`src/spcr_pkg.sv`:
```
// Shared types and constants for the sphere pair contact resolver.
package spcr_pkg;

    localparam int SPCR_QDEPTH = 4;
    localparam int S_TDATA_W   = 320;
    localparam int M_TDATA_W   = 272;
    localparam logic [14:0] ONE_Q14 = 15'd16384;

    typedef struct packed {
        logic             hit;
        logic [2:0][31:0] mag;
        logic [2:0]       neg;
        logic [2:0][31:0] a;
        logic [2:0][31:0] b;
        logic [31:0]      rsum;
        logic [31:0]      ima;
        logic [31:0]      imb;
    } t_pair;

    typedef struct packed {
        t_pair       pair;
        logic [63:0] dsq;
    } t_qitem;

    typedef struct packed {
        t_pair       pair;
        logic        zero;
        logic [31:0] depth;
        logic [32:0] den;
    } t_npay;

    typedef struct packed {
        logic             hit;
        logic [2:0][31:0] a;
        logic [2:0][31:0] b;
        logic [31:0]      depth;
        logic             den_zero;
        logic [2:0][15:0] n;
    } t_spay;

endpackage

```
`src/spcr_fifo.sv`:
```
// Short queue that decouples the front end from the back end.
module spcr_fifo #(
    parameter int DEPTH = spcr_pkg::SPCR_QDEPTH
) (
    input  logic             i_clk,
    input  logic             i_rst_n,
    input  logic             i_push,
    input  spcr_pkg::t_qitem i_item,
    input  logic             i_pop,
    output spcr_pkg::t_qitem o_item,
    output logic             o_full,
    output logic             o_empty
);
    import spcr_pkg::*;

    localparam int AW = (DEPTH > 1) ? $clog2(DEPTH) : 1;
    localparam int CW = $clog2(DEPTH + 1);

    t_qitem r_mem [DEPTH];
    logic [AW-1:0] r_wp, r_rp, n_wp, n_rp;
    logic [CW-1:0] r_cnt;

    assign n_wp = (r_wp == AW'(DEPTH - 1)) ? '0 : r_wp + 1'b1;
    assign n_rp = (r_rp == AW'(DEPTH - 1)) ? '0 : r_rp + 1'b1;

    always_ff @(posedge i_clk) begin
        if (!i_rst_n) begin
            r_wp  <= '0;
            r_rp  <= '0;
            r_cnt <= '0;
        end else begin
            if (i_push) r_wp <= n_wp;
            if (i_pop)  r_rp <= n_rp;
            if (i_push && !i_pop)      r_cnt <= r_cnt + 1'b1;
            else if (!i_push && i_pop) r_cnt <= r_cnt - 1'b1;
        end
    end

    always_ff @(posedge i_clk) begin
        if (i_push) r_mem[r_wp] <= i_item;
    end

    assign o_item  = r_mem[r_rp];
    assign o_full  = (r_cnt == CW'(DEPTH));
    assign o_empty = (r_cnt == '0);

endmodule

```
`config.mk`:
```
export PLATFORM = sky130hd
export DESIGN_NAME = spcr_fifo
export DESIGN_NICKNAME = d
export VERILOG_FILES = /design/src/spcr_pkg.sv /design/src/spcr_fifo.sv
export SDC_FILE = /design/constraint.sdc
export NUM_CORES = 1
export LEC_CHECK = 0
export BUFFER_PORTS_ARGS = -buffer_cell sky130_fd_sc_hd__buf_2
export CAP_MARGIN = 10
export CORE_MARGIN = 8
export CORE_UTILIZATION = 57
export DETAILED_ROUTE_END_ITERATION = 8
export PLACE_DENSITY_LB_ADDON = 0.25
export RECOVER_POWER = 50
export SETUP_SLACK_MARGIN = 0.02
export SYNTH_ARGS = -nofsm -noshare
export SYNTH_HDL_FRONTEND = slang
export SYNTH_SLANG_ARGS = --single-unit
```
`constraint.sdc`:
```
create_clock -name i_clk -period 17.1 [get_ports i_clk]
set_input_delay 2.565 -clock i_clk [delete_from_list [all_inputs] [get_ports i_clk]]
set_output_delay 2.565 -clock i_clk [all_outputs]
set_load 0.02 [all_outputs]
```
# Word-level counts from Yosys, hierarchy flattened
# Memories as Yosys holds them, arrays and structs flattened. A register that Yosys moved wholly into a read port is not among the register bits.
# Cells that the tools add are included.
[word_totals] regBits=7 mem_bits_rw=1808 input_bits=456 output_inout_bits=454 word_cells=25 mem_count=1
[classes] n_addsub=4 n_eq_ne=3 mux=8 n_reduce_logical=6
[memory_table] name="r_mem" words=4 width=452 read_ports=1 rd_clocked_by_memory_dff=1 write_ports=1 line="spcr_fifo.sv:19" rtl="t_qitem r_mem [DEPTH];"
[op_table] op="2-to-1 mux 2 bit" count=4
[op_table] op="2-to-1 mux 3 bit" count=2
[op_table] op="adder 2 x 1 -> 2 bit, second input constant" count=2
[op_table] op="== test 2 bit, second input constant" count=2
[op_table] op="adder 3 x 1 -> 3 bit, second input constant" count=1
[op_table] op="== test 3 bit, second input constant" count=1
[op_table] op="zero test 3 bit" count=1
[op_table] op="subtractor 3 x 1 -> 3 bit, second input constant" count=1
[op_table] op="logical AND 1 bit" count=2
[op_table] op="zero test 1 bit" count=2
[op_table] op="2-to-1 mux 1 bit" count=2
[op_table] op="nonzero test 2 bit" count=1

# Longest topological paths before layout
[logic_depth] word_depth=4 ltp_mapped=7

# Least setup slack after synthesis
# No wires, ideal clock.
[synth_path] path_type="input port to flip-flop" startpoint="in i_push" endpoint="mem r_mem[0][0] in the netlist's numbering (enable)" setup_ns=0.872 arrival_ns=12.719 setup_slack_ns=3.508 cell_stages=1 n_path_buf=0 cell_sequence="and2_1"
[synth_via] elab_chain_len=2
[synth_lines] item="start, declared" line="spcr_fifo.sv:7" rtl="input logic i_push,"
[synth_lines] item="2-to-1 mux 1 bit" line="spcr_fifo.sv:40" rtl="if (i_push) r_mem[r_wp] <= i_item;"
[synth_lines] item="2-to-1 mux 1 bit (not written as such)" line="spcr_fifo.sv:40"
[synth_lines] item="end, declared" line="spcr_fifo.sv:19"
# Every way passes these cells.

# Worst setup path in the final report
[layout_path] startpoint="in i_push" endpoint="mem r_mem[2][27] in the netlist's numbering (enable)"
# The elaborated chain is that of the path after synthesis.

==> flow_metrics.tcl <==
set metrics [dict create \
    cts.reportedPaths.clkPinSlew_ps 60 \
    cts_tree "done" \
    cts_resized 0 \
    critPathLaunchType "input pin" \
    area_delta_synth_final_pct 17.0 \
    drc 0 \
    grt_first_pass_wirelength_um 216000 \
    viasPerCell 5.97 \
    gp_congestion 0.789 \
    drive_above_1_share 0.329 \
    fp.coreArea_um2 114000 \
    cp.arrival_ps 8880 \
    cp-end-kind "register" \
    ys_ff_latch 1817 \
    final_area_um2 76800 \
    drt_pre_antenna_iters 5 \
    dp_hpwl_um 97500 \
    antenna_found_initial 64 \
    worst-setup-path-type "in2reg" \
    slew_viol_final 240 \
    irDropWorstVdd_mv 0.114 \
    max_stage_delay_ps 2650 \
    cp_top_family "buffers and inverters" \
    synth_fp_nets 2867 \
    cp.required_ps 17470 \
    regToRegSetupSlack_ps 10160 \
    crit_top_cell "clkbuf_1" \
    path_buf_inv 3 \
    hold_viol 0 \
    dpl-instance-area_um2 71700 \
    n_fill_cell 7176 \
    max_freq_mhz 117 \
    grt_usage 0.233 \
    run_status "finished with violations" \
    failed_checks "max-capacitance violations, max-slew violations" \
    syn-cell-area_um2 65600 \
    synth_cell_type_count 23 \
    io_pins 910 \
    clock_path_buffers 3 \
    multi_input_area_um2 10400 \
    root_buffer "clkbuf_16" \
    cts_buffers 175 \
    num_rows 124 \
    die_width_um 355 \
    setup_viol 0 \
    ys_warn_count 0 \
    die_y_um 355 \
    seqCellArea_um2 54500 \
    cts_max_level 4 \
    finalSetupTns_ps 0 \
    fin_crit_sh 0.498 \
    fin_skew_ps 28.6 \
    nNetsFinal 3884 \
    cap_violations 5 \
    synth_cells 2404 \
    slew_headroom -2.16 \
    hold_class "reg2reg" \
    tightest_slew_ps 4730 \
    leakage_uw 0.0245 \
    num_vias 30500 \
    layout_common_cells "edfxtp_1 (1808), clkbuf_1 (492), buf_2 (455), mux4_2 (452), clkbuf_16 (177)" \
    overflow 0 \
    seq_area_frac_synth 0.830 \
    min_period_ps 8510 \
    numClockSinks 1817 \
    worstPathMaxFanout 68 \
    grt_pass1_vias 32400 \
    wl_um 152000 \
    postCtsSetupBuffers 0 \
    portBuffers 909 \
    drtIter0Drc 2544 \
    dpl_worst_slack_ps 10310 \
    finalPower_uw 9820 \
    mostFrequentLayoutCell "edfxtp_1" \
    cts_hold_buf 0 \
    layout_setup_ws_ps 8590 \
    die_area_um2 126000 \
    synth.avg_cell_area_um2 27.3 \
    rsz0062_at_grt "no" \
    detail-route-antenna-nets 0 \
    grt_max_degree 162 \
    power.density_nw_per_um2 128 \
    insertion_delay_ps 770 \
    routedWlPerCell_um 29.7 \
    initial_core_util 0.575 \
    cp_slowest_cell "and2_0" \
    path_cells "clkbuf_1, and2_0, clkbuf_1, buf_4" \
]
## cells in the mapped netlist
master,instances,area [µm²]
xor2_1,1,8.76
and2_1,5,31.3
inv_1,4,15.0
mux4_2,452,10200
nor3_1,2,10.0
o21ai_0,1,5.00
edfxtp_1,1808,54300
fa_1,1,20.0
buf_2,45,225
nor2_1,1,3.75
a21boi_0,1,7.51
mux2i_1,4,40.0
buf_1,9,33.8
o21a_1,1,7.51
or3_1,1,6.26
dfxtp_1,9,180
nor2b_1,5,31.3
buf_6,31,349
xnor2_1,1,8.76
ha_1,6,75.1
clkbuf_1,11,41.3
nor3b_1,1,7.51
buf_4,4,30.0
## path summary, 6_finish.rpt
kind / start / cells past startpoint / to
setup / recovery: i_push / 4 / r_mem[2][27]
hold / removal: r_rp[1] / 2 / register
setup reg to reg: r_wp[0] / 5 / r_mem[2][27]
hold reg to reg: r_rp[1] / 2 / register
## tightest hold or removal path, cell delays in order (launching register included)
cell	delay (ps)
dfxtp_1	310
mux2i_1	120
nor2b_1	70
## flip-flops by register name, summed over array words and instances, names as in the netlist, named ones only
signal	cells
r_wp	2
r_rp	2
r_cnt	3
r_mem	1808
## layer usage
layer  track usage  up-vias  part of all wire
met2         0.385     1554              0.51
met1         0.281    16000              0.34
met4        0.0990       50             0.040
met3        0.0837      314              0.11
met5             0        -            0.0021
li1              -    12600                 -
## where the power goes
part | switching, µW | leakage (µW) | internal [µW] | total, µW
logic | 606 | 0.00510 | 333 | 940
clock network | 1570 | 0.00269 | 2140 | 3710
registers | 52.6 | 0.0167 | 5120 | 5170
total | 2230 | 0.0245 | 7590 | 9820
## cell families after synthesis
group | after synthesis | share of synthesized area
xor gates and xnor gates | 2 | 0.000267
AOI/OAI and AO/OA | 3 | 0.000305
DFF | 1817 | 0.830
adders and majority gates | 7 | 0.00145
and+or+nand+nor | 15 | 0.00137
muxes | 456 | 0.156
buffers and inverters | 104 | 0.0106
## per-stage QoR
step	std cells	hold slack (ps)	utilization
floorplan	2404	472	-
global placement	4756	484	0.628
detailed placement	4756	524	0.628
CTS	5067	538	0.677
global route	5095	553	0.672
finish	5105	536	0.672
## layout make-up
cell class | count | area share
sequential | 1817 | 0.710
multi-input combinational | 483 | 0.136
clock buffer | 214 | 0.0595
timing repair buffer | 940 | 0.0561
tap | 1512 | 0.0246
clock inverter | 97 | 0.0127
antenna | 38 | 0.00124
inverter | 4 | 0.000196
Note: power is estimated with default switching activity, not from simulation.
